===== src/rtl/core/assert_macros.svh =====
// Assertion macros used by the top-level RTL file.
`ifndef ASSERT_MACROS_SVH
`define ASSERT_MACROS_SVH
// Checks that a property holds, with reset as the disable condition.
`define ASSERT_PROP(lbl, clk, rstn, prop, msg) \
  lbl: assert property (@(posedge clk) disable iff (!rstn) prop) else $error(msg);
// Checks that a condition never holds, with reset as the disable condition.
`define ASSERT_NEVER(lbl, clk, rstn, cond, msg) \
  lbl: assert property (@(posedge clk) disable iff (!rstn) !(cond)) else $error(msg);
`endif


===== src/rtl/core/bces_pkg.sv =====
// Package with the types, codes and constants of the execute unit.
package bces_pkg;

  localparam int unsigned XlenW    = 32;
  localparam int unsigned RegIdxW  = 5;
  localparam int unsigned CmdW     = 6;
  localparam int unsigned ImmW     = 16;
  localparam int unsigned QDepthDefault = 2;

  localparam logic [31:0] PcMaskUser = 32'h7FFF_FFFC;
  localparam logic [31:0] SuperBit   = 32'h8000_0000;
  localparam logic [31:0] VecReset   = 32'h8000_0000;
  localparam logic [31:0] VecIllop   = 32'h8000_0004;
  localparam logic [31:0] VecClk     = 32'h8000_0008;
  localparam logic [31:0] VecKbd     = 32'h8000_000C;
  localparam logic [4:0]  ZeroReg    = 5'd31;
  localparam logic [4:0]  XpReg      = 5'd30;

  // Dense command codes.
  localparam logic [5:0] CmdAluLast = 6'd25;
  localparam logic [5:0] CmdJmp     = 6'd26;
  localparam logic [5:0] CmdBt      = 6'd27;
  localparam logic [5:0] CmdBf      = 6'd28;
  localparam logic [5:0] CmdLd      = 6'd29;
  localparam logic [5:0] CmdSt      = 6'd30;
  localparam logic [5:0] CmdLdr     = 6'd31;
  localparam logic [5:0] CmdCallout = 6'd32;

  // Callout codes.
  localparam logic [15:0] CallHalt  = 16'd0;
  localparam logic [15:0] CallRdChr = 16'd1;
  localparam logic [15:0] CallWrChr = 16'd2;

  typedef enum logic [3:0] {
    AluAdd, AluAnd, AluMul, AluDiv, AluOr, AluShl, AluShr, AluSra,
    AluSub, AluXor, AluCmpeq, AluCmple, AluCmplt
  } alu_op_e;

  typedef enum logic [2:0] {
    ClsAlu, ClsBranch, ClsLd, ClsSt, ClsLdr, ClsCallout, ClsIllegal
  } cls_e;

  // Classified instruction as handed from front to back.
  typedef struct packed {
    cls_e          cls;
    alu_op_e       alu_op;
    logic          use_imm;
    logic          is_jmp;
    logic          is_bt;
    logic [4:0]    src_a;
    logic [4:0]    src_b;
    logic [4:0]    dest_c;
    logic [31:0]   imm;
    logic [31:0]   load_word;
    logic [7:0]    char_in;
    logic          clk_irq;
    logic          kbd_irq;
  } op_t;

  typedef struct packed {
    logic [31:0] next_pc;
    logic        mem_read;
    logic        mem_write;
    logic [31:0] mem_addr;
    logic [31:0] mem_wdata;
    logic        char_out_valid;
    logic [7:0]  char_out;
    logic        halted;
  } res_t;

  typedef struct packed {
    logic [5:0]  command;
    logic [4:0]  src_a;
    logic [4:0]  src_b;
    logic [4:0]  dest_c;
    logic [15:0] immediate;
    logic [31:0] load_word;
    logic [7:0]  char_in;
    logic        clk_irq;
    logic        kbd_irq;
  } item_t;

endpackage


===== src/rtl/core/bces_if.sv =====
// Valid/ready channel interface carrying one word of a given type.
interface bces_if #(
  parameter type T = logic
);
  logic valid;
  logic ready;
  T     data;

  modport source (output valid, output data, input ready);
  modport sink   (input valid, input data, output ready);
endinterface


===== src/rtl/core/bces_ram.sv =====
// Generic single write port RAM with two registered read ports.
module bces_ram #(
  parameter int unsigned Width = 32,
  parameter int unsigned Depth = 32
) (
  input  logic                     clk_i,
  input  logic                     we_i,
  input  logic [$clog2(Depth)-1:0] waddr_i,
  input  logic [Width-1:0]         wdata_i,
  input  logic [$clog2(Depth)-1:0] raddr0_i,
  input  logic [$clog2(Depth)-1:0] raddr1_i,
  output logic [Width-1:0]         rdata0_o,
  output logic [Width-1:0]         rdata1_o
);
  logic [Width-1:0] mem_q [Depth];

  // Write port and registered reads.
  always_ff @(posedge clk_i) begin
    if (we_i) begin
      mem_q[waddr_i] <= wdata_i;
    end
    rdata0_o <= mem_q[raddr0_i];
    rdata1_o <= mem_q[raddr1_i];
  end
endmodule


===== src/rtl/core/bces_front.sv =====
// Front end: takes words, classifies the command and queues the result.
module bces_front #(
  parameter int unsigned QDepth = bces_pkg::QDepthDefault
) (
  input  logic                clk_i,
  input  logic                rst_ni,
  input  bces_pkg::item_t     item_i,
  input  logic                item_valid_i,
  output logic                item_ready_o,
  output bces_pkg::op_t       op_o,
  output logic                op_valid_o,
  input  logic                op_pop_i
);
  import bces_pkg::*;

  localparam int unsigned PtrW = (QDepth > 1) ? $clog2(QDepth) : 1;

  op_t              q_mem_q [QDepth];
  logic [PtrW-1:0]  wptr_q, wptr_d, rptr_q, rptr_d;
  logic [PtrW:0]    cnt_q, cnt_d;
  op_t              cls_op;
  logic             push;

  // Classification of the incoming command.
  always_comb begin
    cls_op           = '0;
    cls_op.src_a     = item_i.src_a;
    cls_op.src_b     = item_i.src_b;
    cls_op.dest_c    = item_i.dest_c;
    cls_op.imm       = {{(XlenW-ImmW){item_i.immediate[ImmW-1]}}, item_i.immediate};
    cls_op.load_word = item_i.load_word;
    cls_op.char_in   = item_i.char_in;
    cls_op.clk_irq   = item_i.clk_irq;
    cls_op.kbd_irq   = item_i.kbd_irq;
    cls_op.use_imm   = item_i.command[0];
    cls_op.alu_op    = alu_op_e'(item_i.command[4:1]);
    cls_op.is_jmp    = (item_i.command == CmdJmp);
    cls_op.is_bt     = (item_i.command == CmdBt);
    priority if (item_i.command <= CmdAluLast) begin
      cls_op.cls = ClsAlu;
    end else if (item_i.command == CmdJmp || item_i.command == CmdBt ||
                 item_i.command == CmdBf) begin
      cls_op.cls = ClsBranch;
    end else if (item_i.command == CmdLd) begin
      cls_op.cls = ClsLd;
    end else if (item_i.command == CmdSt) begin
      cls_op.cls = ClsSt;
    end else if (item_i.command == CmdLdr) begin
      cls_op.cls = ClsLdr;
    end else if (item_i.command == CmdCallout) begin
      cls_op.cls = ClsCallout;
    end else begin
      cls_op.cls = ClsIllegal;
    end
  end

  assign item_ready_o = (cnt_q != (PtrW+1)'(QDepth));
  assign push         = item_valid_i && item_ready_o;
  assign op_valid_o   = (cnt_q != '0);
  assign op_o         = q_mem_q[rptr_q];

  // Queue pointers.
  always_comb begin
    wptr_d = wptr_q;
    rptr_d = rptr_q;
    if (push) begin
      wptr_d = (wptr_q == PtrW'(QDepth-1)) ? '0 : wptr_q + 1'b1;
    end
    if (op_pop_i) begin
      rptr_d = (rptr_q == PtrW'(QDepth-1)) ? '0 : rptr_q + 1'b1;
    end
    cnt_d = cnt_q + (PtrW+1)'(push) - (PtrW+1)'(op_pop_i);
  end

  always_ff @(posedge clk_i or negedge rst_ni) begin
    if (!rst_ni) begin
      wptr_q <= '0;
      rptr_q <= '0;
      cnt_q  <= '0;
    end else begin
      wptr_q <= wptr_d;
      rptr_q <= rptr_d;
      cnt_q  <= cnt_d;
    end
  end

  // Queue storage.
  always_ff @(posedge clk_i) begin
    if (push) begin
      q_mem_q[wptr_q] <= cls_op;
    end
  end
endmodule


===== src/rtl/core/bces_div.sv =====
// Iterative signed divider, one quotient bit a cycle; divide by zero gives 0.
module bces_div (
  input  logic        clk_i,
  input  logic        rst_ni,
  input  logic        start_i,
  input  logic [31:0] a_i,
  input  logic [31:0] b_i,
  output logic        done_o,
  output logic [31:0] quot_o
);
  logic [31:0] rem_q, rem_d, quo_q, quo_d, div_q, div_d;
  logic [5:0]  cnt_q, cnt_d;
  logic        neg_q, neg_d, busy_q, busy_d, zero_q, zero_d;
  logic [32:0] trial;

  assign trial  = {rem_q, quo_q[31]} - {1'b0, div_q};
  assign done_o = busy_q && (cnt_q == 6'd0);
  assign quot_o = zero_q ? '0 : (neg_q ? (32'd0 - quo_q) : quo_q);

  // Restoring division over magnitudes.
  always_comb begin
    rem_d  = rem_q;
    quo_d  = quo_q;
    div_d  = div_q;
    cnt_d  = cnt_q;
    neg_d  = neg_q;
    zero_d = zero_q;
    busy_d = busy_q;
    if (start_i) begin
      rem_d  = '0;
      quo_d  = a_i[31] ? (32'd0 - a_i) : a_i;
      div_d  = b_i[31] ? (32'd0 - b_i) : b_i;
      neg_d  = a_i[31] ^ b_i[31];
      zero_d = (b_i == '0);
      cnt_d  = 6'd32;
      busy_d = 1'b1;
    end else if (busy_q && cnt_q != 6'd0) begin
      if (!trial[32]) begin
        rem_d = trial[31:0];
        quo_d = {quo_q[30:0], 1'b1};
      end else begin
        rem_d = {rem_q[30:0], quo_q[31]};
        quo_d = {quo_q[30:0], 1'b0};
      end
      cnt_d = cnt_q - 6'd1;
    end else if (done_o) begin
      busy_d = 1'b0;
    end
  end

  always_ff @(posedge clk_i or negedge rst_ni) begin
    if (!rst_ni) begin
      busy_q <= 1'b0;
      cnt_q  <= '0;
    end else begin
      busy_q <= busy_d;
      cnt_q  <= cnt_d;
    end
  end

  always_ff @(posedge clk_i) begin
    rem_q  <= rem_d;
    quo_q  <= quo_d;
    div_q  <= div_d;
    neg_q  <= neg_d;
    zero_q <= zero_d;
  end
endmodule


===== src/rtl/core/bces_back.sv =====
// Back end: reads registers, executes, takes interrupts and writes back.
module bces_back (
  input  logic            clk_i,
  input  logic            rst_ni,
  input  bces_pkg::op_t   op_i,
  input  logic            op_valid_i,
  output logic            op_pop_o,
  output bces_pkg::res_t  res_o,
  output logic            res_valid_o,
  input  logic            res_ready_i
);
  import bces_pkg::*;

  localparam logic [2:0] StIdle = 3'd0;
  localparam logic [2:0] StRead = 3'd1;
  localparam logic [2:0] StExec = 3'd2;
  localparam logic [2:0] StDiv  = 3'd3;
  localparam logic [2:0] StWb   = 3'd4;

  logic [2:0]  st_q, st_d;
  logic [31:0] pc_q;
  logic        halt_q, halt_d, clkp_q, clkp_d;
  logic        outv_q, outv_d;
  res_t        out_q, out_d, halt_res;
  op_t         op_q;
  logic [31:0] rdata_a, rdata_b, a_v, b_v;
  logic [4:0]  raddr_b;
  logic [31:0] alu_y_d, mul_p;
  logic        we, we2;
  logic [4:0]  waddr;
  logic [31:0] wdata;
  logic        we_q, we_d, xp_q, xp_d;
  logic [4:0]  wa_q, wa_d;
  logic [31:0] wd_q, wd_d, xd_q, xd_d;
  logic        div_start, div_done;
  logic [31:0] div_y;
  logic [31:0] pc4, mask, tgt, fpc;
  logic        illegal, pend;
  logic        slt;

  // R31 reads as zero; rb port reads rc for a store and R0 for callouts.
  always_comb begin
    priority if (op_q.cls == ClsSt) begin
      raddr_b = op_q.dest_c;
    end else if (op_q.cls == ClsCallout) begin
      raddr_b = 5'd0;
    end else begin
      raddr_b = op_q.src_b;
    end
  end

  bces_ram #(.Width(XlenW), .Depth(32)) u_rf (
    .clk_i    (clk_i),
    .we_i     (we),
    .waddr_i  (waddr),
    .wdata_i  (wdata),
    .raddr0_i (op_q.src_a),
    .raddr1_i (raddr_b),
    .rdata0_o (rdata_a),
    .rdata1_o (rdata_b)
  );

  // Reset only clears the flags; all-zero register file is tracked per entry.
  logic [31:0] rvalid_q, rvalid_d;
  assign a_v = (op_q.src_a == ZeroReg || !rvalid_q[op_q.src_a]) ? '0 : rdata_a;
  always_comb begin
    b_v = (raddr_b == ZeroReg || !rvalid_q[raddr_b]) ? '0 : rdata_b;
    if (op_q.cls == ClsAlu && op_q.use_imm) begin
      b_v = op_q.imm;
    end
  end

  assign slt   = (a_v ^ SuperBit) < (b_v ^ SuperBit);
  assign mul_p = a_v * b_v;

  always_comb begin
    unique case (op_q.alu_op)
      AluAdd:   alu_y_d = a_v + b_v;
      AluAnd:   alu_y_d = a_v & b_v;
      AluMul:   alu_y_d = mul_p;
      AluOr:    alu_y_d = a_v | b_v;
      AluShl:   alu_y_d = a_v << b_v[4:0];
      AluShr:   alu_y_d = a_v >> b_v[4:0];
      AluSra:   alu_y_d = 32'($signed(a_v) >>> b_v[4:0]);
      AluSub:   alu_y_d = a_v - b_v;
      AluXor:   alu_y_d = a_v ^ b_v;
      AluCmpeq: alu_y_d = {31'd0, a_v == b_v};
      AluCmple: alu_y_d = {31'd0, (a_v == b_v) || slt};
      AluCmplt: alu_y_d = {31'd0, slt};
      default:  alu_y_d = '0;
    endcase
  end

  assign div_start = (st_q == StExec) && op_q.cls == ClsAlu && op_q.alu_op == AluDiv;

  bces_div u_div (
    .clk_i   (clk_i),
    .rst_ni  (rst_ni),
    .start_i (div_start),
    .a_i     (a_v),
    .b_i     (b_v),
    .done_o  (div_done),
    .quot_o  (div_y)
  );

  // Control flow, memory and callout effects of one instruction.
  assign pc4  = pc_q + 32'd4;
  assign mask = PcMaskUser | (pc4 & SuperBit);
  assign tgt  = pc4 + {op_q.imm[29:0], 2'b00};

  always_comb begin
    out_d   = '0;
    fpc     = pc4;
    illegal = 1'b0;
    we_d    = 1'b0;
    wa_d    = op_q.dest_c;
    wd_d    = '0;
    halt_d  = halt_q;
    clkp_d  = clkp_q | op_q.clk_irq;
    unique case (op_q.cls)
      ClsAlu: begin
        we_d = 1'b1;
        wd_d = alu_y_d;
      end
      ClsBranch: begin
        we_d = 1'b1;
        wd_d = pc4;
        if (op_q.is_jmp) begin
          fpc = a_v & mask;
        end else if (op_q.is_bt == (a_v != '0)) begin
          fpc = tgt & mask;
        end
      end
      ClsLd: begin
        out_d.mem_read = 1'b1;
        out_d.mem_addr = a_v + op_q.imm;
        we_d = 1'b1;
        wd_d = op_q.load_word;
      end
      ClsSt: begin
        out_d.mem_write = 1'b1;
        out_d.mem_addr  = a_v + op_q.imm;
        out_d.mem_wdata = b_v;
      end
      ClsLdr: begin
        out_d.mem_read = 1'b1;
        out_d.mem_addr = tgt;
        we_d = 1'b1;
        wd_d = op_q.load_word;
      end
      ClsCallout: begin
        if (pc4[31]) begin
          if (op_q.imm[15:0] == CallHalt && op_q.imm[31:16] == '0) begin
            halt_d = 1'b1;
          end else if (op_q.imm == {16'd0, CallRdChr}) begin
            we_d = 1'b1;
            wa_d = 5'd0;
            wd_d = {24'd0, op_q.char_in};
          end else if (op_q.imm == {16'd0, CallWrChr}) begin
            out_d.char_out_valid = 1'b1;
            out_d.char_out       = b_v[7:0];
          end
        end else begin
          illegal = 1'b1;
        end
      end
      default: illegal = 1'b1;
    endcase
    xp_d = 1'b0;
    xd_d = '0;
    if (illegal) begin
      xp_d = 1'b1;
      xd_d = fpc;
      fpc  = VecIllop;
    end
    pend = clkp_d || op_q.kbd_irq;
    if (pend && !fpc[31]) begin
      xp_d = 1'b1;
      xd_d = fpc + 32'd4;
      fpc  = clkp_d ? VecClk : VecKbd;
      clkp_d = 1'b0;
    end
    if (we_d && wa_d == ZeroReg) begin
      we_d = 1'b0;
    end
    out_d.next_pc = fpc;
    out_d.halted  = halt_d;
  end

  // Answer of a halted unit: the current PC with only the halt flag set.
  always_comb begin
    halt_res         = '0;
    halt_res.next_pc = pc_q;
    halt_res.halted  = 1'b1;
  end

  // Write back: main result then XP, one per cycle.
  assign we    = (st_q == StWb) ? we_q : ((st_q == StIdle) && xp_q);
  assign waddr = (st_q == StWb) ? wa_q : XpReg;
  assign wdata = (st_q == StWb) ? ((op_q.cls == ClsAlu && op_q.alu_op == AluDiv) ?
                 div_y : wd_q) : xd_q;
  assign we2   = (st_q == StIdle) && xp_q;

  assign op_pop_o    = (st_q == StIdle) && op_valid_i && !outv_q && !xp_q;
  assign res_valid_o = outv_q;
  assign res_o       = out_q;

  always_comb begin
    st_d     = st_q;
    outv_d   = outv_q;
    rvalid_d = rvalid_q;
    if (outv_q && res_ready_i) begin
      outv_d = 1'b0;
    end
    // A halted unit answers the word straight away without effect.
    if ((op_pop_o && halt_q) || st_q == StWb) begin
      outv_d = 1'b1;
    end
    if (we) begin
      rvalid_d[waddr] = 1'b1;
    end
    unique case (st_q)
      StIdle: if (op_pop_o && !halt_q) st_d = StRead;
      StRead: st_d = StExec;
      StExec: st_d = div_start ? StDiv : StWb;
      StDiv:  if (div_done) st_d = StWb;
      StWb:   st_d = StIdle;
      default: st_d = StIdle;
    endcase
  end

  always_ff @(posedge clk_i or negedge rst_ni) begin
    if (!rst_ni) begin
      st_q     <= StIdle;
      pc_q     <= VecReset;
      halt_q   <= 1'b0;
      clkp_q   <= 1'b0;
      outv_q   <= 1'b0;
      xp_q     <= 1'b0;
      rvalid_q <= '0;
    end else begin
      st_q     <= st_d;
      outv_q   <= outv_d;
      rvalid_q <= rvalid_d;
      if (we2) begin
        xp_q <= 1'b0;
      end else if (st_q == StExec) begin
        xp_q <= xp_d;
      end
      if (st_q == StExec) begin
        pc_q   <= out_d.next_pc;
        halt_q <= halt_d;
        clkp_q <= clkp_d;
      end
    end
  end

  always_ff @(posedge clk_i) begin
    if (op_pop_o) begin
      op_q <= op_i;
    end
    if (op_pop_o && halt_q) begin
      out_q <= halt_res;
    end else if (st_q == StExec) begin
      out_q <= out_d;
    end
    if (st_q == StExec) begin
      we_q  <= we_d;
      wa_q  <= wa_d;
      wd_q  <= wd_d;
      xd_q  <= xd_d;
    end
  end
endmodule


===== src/rtl/core/beta_cpu_execute_step_unit.sv =====
// Top level of the Beta execute unit: front classifier, queue and back end.
//
//  channel | dir | payload
//  in_ch   | in  | command src_a src_b dest_c immediate load_word char_in clk_irq kbd_irq
//  out_ch  | out | next_pc mem_read mem_write mem_addr mem_wdata char_out_valid
//          |     |   char_out halted
//
// In the back end a word goes through pop, register read, execute, write back and
// result handoff before the next pop; an XP write overlaps the handoff. DIV adds a
// wait in the divider state, one quotient bit a cycle. A halted unit answers a word
// without executing it. A waiting result holds the back end until out_ch takes it.
// Reset sets PC to the reset vector, clears the flags and makes registers read zero.
// The front queue keeps taking words while the back end waits for out_ch, until full.
module beta_cpu_execute_step_unit #(
  parameter int unsigned QDepth = bces_pkg::QDepthDefault
) (
  input logic clk_i,
  input logic rst_ni,
  bces_if.sink   in_ch,
  bces_if.source out_ch
);
  import bces_pkg::*;
  `include "assert_macros.svh"

  op_t  op;
  logic op_valid, op_pop;

  bces_front #(.QDepth(QDepth)) u_front (
    .clk_i        (clk_i),
    .rst_ni       (rst_ni),
    .item_i       (in_ch.data),
    .item_valid_i (in_ch.valid),
    .item_ready_o (in_ch.ready),
    .op_o         (op),
    .op_valid_o   (op_valid),
    .op_pop_i     (op_pop)
  );

  bces_back u_back (
    .clk_i       (clk_i),
    .rst_ni      (rst_ni),
    .op_i        (op),
    .op_valid_i  (op_valid),
    .op_pop_o    (op_pop),
    .res_o       (out_ch.data),
    .res_valid_o (out_ch.valid),
    .res_ready_i (out_ch.ready)
  );

  // The back end never pops an empty queue.
  `ASSERT_NEVER(a_pop_empty, clk_i, rst_ni, op_pop && !op_valid, "pop from empty queue")
  // A result never carries both a read and a write.
  `ASSERT_NEVER(a_rd_wr, clk_i, rst_ni,
    out_ch.valid && out_ch.data.mem_read && out_ch.data.mem_write, "read and write")
  // The back end pops no new word while a result still waits.
  `ASSERT_PROP(a_pop_out, clk_i, rst_ni, op_pop |-> !out_ch.valid, "pop with result pending")
endmodule


===== src/flat_wrapper.sv =====
// flat-port wrapper written by rule: the top's interface ports become plain ports
module beta_cpu_execute_step_unit_flat import bces_pkg::*;
#(
  parameter int unsigned QDepth = bces_pkg::QDepthDefault
)
  (clk_i, rst_ni, in_ch_valid, in_ch_data, in_ch_ready, out_ch_valid, out_ch_data, out_ch_ready);
  bces_if #(.T(item_t)) in_ch_i ();
  bces_if #(.T(res_t)) out_ch_i ();
  input logic clk_i;
  input logic rst_ni;
  input wire logic [$bits(in_ch_i.valid)-1:0] in_ch_valid;
  input wire logic [$bits(in_ch_i.data)-1:0] in_ch_data;
  output wire logic [$bits(in_ch_i.ready)-1:0] in_ch_ready;
  output wire logic [$bits(out_ch_i.valid)-1:0] out_ch_valid;
  output wire logic [$bits(out_ch_i.data)-1:0] out_ch_data;
  input wire logic [$bits(out_ch_i.ready)-1:0] out_ch_ready;
  assign in_ch_i.valid = in_ch_valid;
  assign in_ch_i.data = in_ch_data;
  assign in_ch_ready = in_ch_i.ready;
  assign out_ch_valid = out_ch_i.valid;
  assign out_ch_data = out_ch_i.data;
  assign out_ch_i.ready = out_ch_ready;
  beta_cpu_execute_step_unit #(.QDepth(QDepth)) u_core (.clk_i(clk_i), .rst_ni(rst_ni), .in_ch(in_ch_i), .out_ch(out_ch_i));
endmodule

===== config.mk =====
export PLATFORM = sky130hd
export DESIGN_NAME = beta_cpu_execute_step_unit_flat
export DESIGN_NICKNAME = d
export VERILOG_FILES = /design/src/rtl/core/bces_pkg.sv /design/src/rtl/core/bces_if.sv /design/src/rtl/core/bces_ram.sv /design/src/rtl/core/bces_front.sv /design/src/rtl/core/bces_div.sv /design/src/rtl/core/bces_back.sv /design/src/rtl/core/beta_cpu_execute_step_unit.sv /design/src/flat_wrapper.sv
export VERILOG_INCLUDE_DIRS = /design/src /design/src/rtl/core
export SDC_FILE = /design/constraint.sdc
export NUM_CORES = 2
export LEC_CHECK = 0
export BUFFER_PORTS_ARGS = -buffer_cell sky130_fd_sc_hd__buf_2
export CORE_ASPECT_RATIO = 1.1
export CORE_MARGIN = 3
export CORE_UTILIZATION = 35
export CTS_BUF_LIST = sky130_fd_sc_hd__clkbuf_16
export CTS_CLUSTER_DIAMETER = 200
export DETAILED_ROUTE_END_ITERATION = 8
export SLEW_MARGIN = 20
export SYNTH_ARGS = -nofsm -noshare
export SYNTH_HDL_FRONTEND = slang
export SYNTH_HIERARCHICAL = 1
export SYNTH_SLANG_ARGS = --single-unit

===== constraint.sdc =====
create_clock -name clk_i -period 23.3 [get_ports clk_i]
set_clock_uncertainty 0.15 [all_clocks]
set_input_delay 1.165 -clock clk_i [delete_from_list [all_inputs] [get_ports clk_i]]
set_output_delay 1.165 -clock clk_i [all_outputs]
set_load 0.02 [all_outputs]

-- Word level (Yosys, flattened, before mapping)
Memory sizes are Yosys's and may differ from the RTL's. A register that Yosys moved wholly into a read port is not among the register bits.
Cells that the tools add are included.
- add/sub/neg operators: 15
- multipliers: 1
- magnitude comparators: 6
- equality and inequality tests: 39
- shift-type cells: 3
- multiplexer cells: 88
- bitwise operators: 10
- reductions and logical operators: 52
- operators with widths (cell ; count):
    $mux W32 ; 19
    $pmux W32 S12 ; 1
    $mux W108 ; 2
    $pmux W32 S4 ; 1
    $add A32 B32 Y32 ; 3
    $and A32 B32 Y32 ; 3
    $sub A1 B32 Y32 const A ; 3
    $add A32 B3 Y32 const B ; 2
    $or A32 B32 Y32 ; 2
    $pmux W32 S2 ; 1
    $mux W9 ; 5
    $eq A6 B5 Y1 const B ; 6
    $mux W5 ; 7
    $sub A33 B32 Y33 ; 1
    $eq A32 B1 Y1 const B ; 1
    $eq A32 B2 Y1 const B ; 1
    $eq A32 B32 Y1 ; 1
    $logic_not A16 Y1 ; 2
    $logic_not A32 Y1 ; 1
    $lt A32 B32 Y1 ; 1
    $mul A32 B32 Y32 ; 1
    $reduce_bool A32 Y1 ; 1
    $shl A32 B5 Y32 ; 1
    $shr A32 B5 Y32 ; 1
    47 further kinds ; 147
- flip-flop bits (word level): 358
- RAM bits: 1222
- bits of input ports: 83
- word-level logic and storage cells: 246
- memories: 2
- memory list (memory ; words ; width ; rd ports ; clocked after memory_dff ; wr ports ; RTL line ; text):
    u_core.u_back.u_rf.mem_q ; 32 ; 32 ; 2 ; 2 ; 1 ; bces_ram.sv:15 ; logic [Width-1:0] mem_q [Depth];
    u_core.u_front.q_mem_q ; 2 ; 99 ; 1 ; 1 ; 1 ; bces_front.sv:18 ; op_t q_mem_q [QDepth];

-- Depth between registers and ports, before layout
- depth after elaboration: 16
- mapped depth: 49
- depth with buffers taken out: 42

-- Hierarchy
The synthesis kept the hierarchy.
- modules (own cells, without submodules) (module ; instances ; cells an instance ; area each (um^2) ; seq. area each (um^2)):
    bces_ram ; 1 ; 3450 ; 50070.5 ; 32030.7
    bces_back ; 1 ; 5176 ; 43317.8 ; 9310.2
    bces_div ; 1 ; 937 ; 7917.6 ; 2797.7
    bces_front ; 1 ; 305 ; 6635.1 ; 5084.9

-- Least setup slack after synthesis
Ideal clock, no wire load.
- path type: reg-to-reg
- start point: reg, netlist name u_core/u_back/op_q[96]
- end point: reg u_core.u_back.wd_q[31], data pin
- library setup time: 0.267 ns
- data arrival time: 10.505 ns
- data required time: 22.883 ns
- path slack: 12.377 ns
- cell stages (with the launch flop): 47
- path buffers: 8
- cells stage by stage: edfxtp_1 buf_2 nor2b_2 a221oi_2 inv_2 mux2_1 a32o_1 o311ai_1 o211a_1 buf_6 buf_8 buf_6 o21ai_1 inv_1 clkbuf_1 clkbuf_1 buf_2 buf_1 [... 11 more ...] fa_1 inv_1 ha_1 a21o_1 a21oi_1 nor2_1 o21a_1 o21ai_0 nand2b_1 a21o_1 a21oi_1 o41ai_1 a211oi_1 o21bai_1 a21oi_1 xnor3_1 nand2_1 a31oi_1
- cells in the longest elaborated chain, start to end: 12
- elaborated cells between the ends (all ways): 28
- classes of those cells: add/sub (2); mul (1); eq/ne (6); shift (3); mux (8); bitwise (3); reduce/logical (5)
- ends and longest elaborated chain (what ; RTL line ; text):
    $eq A3 B3 Y1 ; bces_back.sv:45 ; end else if (op_q.cls == ClsCallout) begin
    $mux W5 ; bces_back.sv:45 ;
    $mux W5 * ; bces_back.sv:43 ; priority if (op_q.cls == ClsSt) begin
    named net u_core.u_back.raddr_b[2] ; bces_back.sv:27 ; logic [4:0] raddr_b;
    $bmux W1 S5 ; bces_back.sv:67 ; b_v = (raddr_b == ZeroReg || !rvalid_q[raddr_b]) ? '0 : rdata_b;
    $mux W1 (implied by the code) ; bces_back.sv:67 ;
    $logic_not A1 Y1 ; bces_back.sv:67 ;
    $logic_or A1 B1 Y1 * ; bces_back.sv:67 ;
    $mux W32 * ; bces_back.sv:67 ;
    $mux W32 * ; bces_back.sv:68 ; if (op_q.cls == ClsAlu && op_q.use_imm) begin
    $mul A32 B32 Y32 (tied with other cells) ; bces_back.sv:74 ; assign mul_p = a_v * b_v;
    $pmux W32 S12 * ; bces_back.sv:77 ; unique case (op_q.alu_op)
    $pmux W32 S4 * ; bces_back.sv:120 ; unique case (op_q.cls)
    named net u_core.u_back.wd_d[31] ; bces_back.sv:34 ; logic [31:0] wd_q, wd_d, xd_q, xd_d;
    end signal: assignment ; bces_back.sv:270 ; wd_q <= wd_d;
    end: declaration ; bces_back.sv:34 ;
Mark *: on every way through the listed nets, which the timed path passes. The rest lies on a longest branch. The select of a mux whose other input is x is not followed.
A chain may end at the register's enable or synchronous reset.

-- Final worst setup path
- start point: reg, netlist name u_core/u_back/op_q[97]
- end point: reg u_core.u_back.wd_q[31], data pin
- cells in the longest elaborated chain, start to end: 12
- elaborated cells between the ends (all ways): 28
- classes of those cells: add/sub (2); mul (1); eq/ne (6); shift (3); mux (8); bitwise (3); reduce/logical (5)
- ends and longest elaborated chain (what ; RTL line ; text):
    $eq A3 B3 Y1 ; bces_back.sv:45 ;
    $mux W5 ; bces_back.sv:45 ;
    $mux W5 ; bces_back.sv:43 ;
    $bmux W1 S5 ; bces_back.sv:67 ;
    $mux W1 (implied by the code) ; bces_back.sv:67 ;
    $logic_not A1 Y1 ; bces_back.sv:67 ;
    $logic_or A1 B1 Y1 ; bces_back.sv:67 ;
    $mux W32 ; bces_back.sv:67 ;
    $mux W32 * ; bces_back.sv:68 ;
    named net u_core.u_back.b_v[6] ; bces_back.sv:26 ; logic [31:0] rdata_a, rdata_b, a_v, b_v;
    $mul A32 B32 Y32 (tied with other cells) ; bces_back.sv:74 ;
    $pmux W32 S12 * ; bces_back.sv:77 ;
    $pmux W32 S4 * ; bces_back.sv:120 ;
    named net u_core.u_back.wd_d[31] ; bces_back.sv:34 ;
Marks and branches as above.

==> impl_metrics.ini <==
[layout]
syn_to_final_growth_pct = 11.2
layout_common_cells = edfxtp_1, mux2i_1, nand2_1
utilization_pct = 39.2
layout-drive-gt1-share_pct = 10.9
fillCellCount = 29654
nets = 10757
final_common_cell = edfxtp_1
final_cell_area_um2 = 120000

[routing]
drtAntennaViolNets = 0
drc_errors = 0
drtIter0Drc = 9430
firstDrtPassIters = 8
post_drt_wl_per_cell_um = 31.4
vias = 84735
wl_um = 446000
via_per_inst = 5.97

[worst_setup_path]
cp.arrival_ps = 13070
worstSetupStartpointType = flop
critPathMaxFanout = 35
cp_common_cell = fa_1
cp-end-kind = flop
timing_worst_setup_path_type = flop to flop
slowest_delay_ps = 880
regToRegEndpoint = u_core/u_back/wd_q[31]
critPathLaunch = u_core/u_back/op_q[97]
rrSetupSlack_ps = 10700
rr_startpoint = u_core/u_back/op_q[97]
cpMaxStageDelayCell = a221oi_4
r2r_cells = 38
required_ps = 23770
crit_path_end = u_core/u_back/wd_q[31]

[pwr]
p_seq_share_pct = 24.2
vdd_drop_max_mv = 0.150
clock_power_share_pct = 15.1
p_sw_share_pct = 51.8
p_switching_uw = 10100
internal-power_uw = 9350
power.density_nw_per_um2 = 162
p_leak_uw = 0.0471
pwr-share-comb_pct = 60.7

[grt]
grt_pass1_wl_um = 622000
gr-total-overflow = 0
grt_usage_pct = 27.3
grt_max_degree = 139
antenna_found_initial = 37
grt_pass1_vias = 83812

[job]
max_cap_violations = 0

[timing]
fin_crit_sh_pct = 54.1
tightest_slew_ps = 1220
fmax_mhz = 79.4
rsz0062_at_grt = no
slew_viol_final = 0
relSlewSlack_pct = 18.7
min_period_ps = 12600
setup-tns-final_ps = 0
setup_viol = 0
hold_violations = 0

[floorplan]
pin_count = 193
die_width_um = 535
initial_core_util_pct = 35.2
die_height_um = 588
fp-row-count = 213
die_area_um2 = 315000
core_area_um2 = 306000

[clock_network]
cts.sinks = 1710
post_cts_buffers = 0
root_buffer = clkbuf_16
cts_buffers = 188
path_clk_slew_ps = 70
cts_tree = built
cts_resized = 0
clk_path_buf_depth = 4
cts_max_level = 4
clkLatencyLatePin_ps = 920
hold_buffers = 1

[synthesis]
syn-num-nets = 10686
netlist-cell-type-count = 122
yosysTopAreaCell = edfxtp_1
syn_inst = 9868
synthTopCellsByArea = edfxtp_1, mux2i_1, fa_1, ha_1, nand2_1
syn_area_um2 = 108000
ys_ff_latch = 1710
postSynth.asyncResetShare_pct = 4.74
synth_top_area_share_pct = 40.5
synth_ff_type = edfxtp_1
ys_warn_count = 6
ys_seq_area_share_pct = 45.6
synth.avg_cell_area_um2 = 10.9
synth_edf_count = 1457

[place]
gp_congestion = 1.04
dp_hpwl_um = 305000
post_dp_cell_area_um2 = 114000
portBuffers = 192

[outcome]
status = completed

[worst_hold_path]
hp-class = flop to flop
hold_depth = 2
==> Yosys cell counts, types with 20 or more instances <==
library cell,n
buf_6,62
mux2_4,60
o211ai_1,56
nor2b_1,69
mux2i_1,1138
clkbuf_1,335
nand3_1,286
nor3_1,185
o41ai_1,20
o22ai_1,53
nand4_1,32
dfxtp_1,172
nor2_1,769
fa_1,413
o221ai_1,27
o21bai_1,74
nand2b_1,50
or3_1,28
nor4_1,39
dfrtp_1,80
a31oi_1,147
xor2_1,118
a221oi_1,46
edfxtp_1,1457
inv_1,632
a22oi_1,238
a22o_1,146
o21ai_0,297
buf_4,72
and2_1,36
and3_1,32
buf_1,38
buf_2,100
xnor2_1,193
o21a_1,36
a21o_1,59
a21oi_1,486
ha_1,322
nand2_1,988
o31ai_1,38
a211oi_1,51
mux2_2,41
==> through the flow <==
step,worst slack (ps),hold WS (ps),cells,total power [uW]
2_1_floorplan,12380,294,9868,11600
3_3_place_gp,10890,278,13831,16100
5_1_grt,10120,319,14185,20000
3_5_place_dp,10830,288,13831,16200
4_1_cts,10890,297,14180,19100
6_report,10700,294,14202,19400
==> power by group through the flow <==
stage / clock network (uW) / registers (uW) / logic (uW)
5_1_grt: 3100 / 4710 / 12200
3_5_place_dp: 0 / 4730 / 11400
6_report: 2930 / 4690 / 11800
2_1_floorplan: 0 / 4570 / 7080
3_3_place_gp: 0 / 4720 / 11400
4_1_cts: 2980 / 4670 / 11500
==> sequential cells by signal, summed over array words and instances (netlist names), 2 cells and up <==
name	cells
u_core/u_back/u_div/quo_q	32
u_core/u_back/rvalid_q	31
u_core/u_back/u_rf/rdata1_o	32
u_core/u_front/cnt_q	2
u_core/u_back/op_q	99
u_core/u_back/wa_q	5
u_core/u_back/xd_q	32
u_core/u_back/u_div/div_q	32
u_core/u_back/u_rf/mem_q	1024
u_core/u_front/q_mem_q	166
u_core/u_back/u_div/cnt_q	6
u_core/u_back/pc_q	32
u_core/u_back/st_q	3
u_core/u_back/wd_q	32
u_core/u_back/u_rf/rdata0_o	32
u_core/u_back/u_div/rem_q	32
u_core/u_back/res_o	108
==> logic make-up after synthesis <==
group                      share of synthesized area, %
and+or+nand+nor                                    10.6
adders and majority gates                          11.4
DFF                                                45.6
xor gates and xnor gates                           2.62
AOI/OAI and AO/OA                                  12.2
buffers and inverters                              5.30
muxes                                              12.2
==> area by class of cell <==
class / instances / area (um2) / share of cell area [%]
clock inverters: 158 / 1250 / 1.04
clock buffers: 190 / 4750 / 3.96
inverters: 656 / 2480 / 2.07
multi-input cells: 6885 / 53800 / 44.8
well taps: 4085 / 5110 / 4.26
flip-flops and latches: 1710 / 49200 / 41.0
diodes: 20 / 50.0 / 0.0417
repair buffers: 498 / 3360 / 2.80
==> per-layer routing <==
metal  up-vias  GRT usage [%]  part of all wire (%)
met5         -              0                 0.030
met4        18           16.7                   7.1
met3      1299           6.06                   8.8
met2      4603           43.7                    46
met1     42916           33.6                    38
li1      35899              -                     -
==> critical path: cells and delay by family (launching register included) <==
| kind | cells | cell delay (ps) |
|---|---|---|
| flip-flops | 1 | 720 |
| adder cells (fa/ha/maj) | 9 | 4460 |
| AND/OR/NAND/NOR | 5 | 910 |
| buffers and inverters | 6 | 1180 |
| AO/OA/AOI/OAI | 16 | 4250 |
| XOR/XNOR | 1 | 410 |
| multiplexers | 1 | 190 |
==> worst min-delay path by stage <==
stage                                    startpoint                             to
after global placement      u_core/u_back/res_o[74]        u_core/u_back/res_o[74]
after detailed placement    u_core/u_back/res_o[24]        u_core/u_back/res_o[24]
after floorplan           u_core/u_back/rvalid_q[0]      u_core/u_back/rvalid_q[0]
final                       u_core/u_back/res_o[74]        u_core/u_back/res_o[74]
after global routing                 in_ch_data[24]  u_core/u_front/q_mem_q[0][24]
after CTS                            in_ch_data[24]  u_core/u_front/q_mem_q[0][24]
No activity file was read; power rests on OpenSTA's default activity.
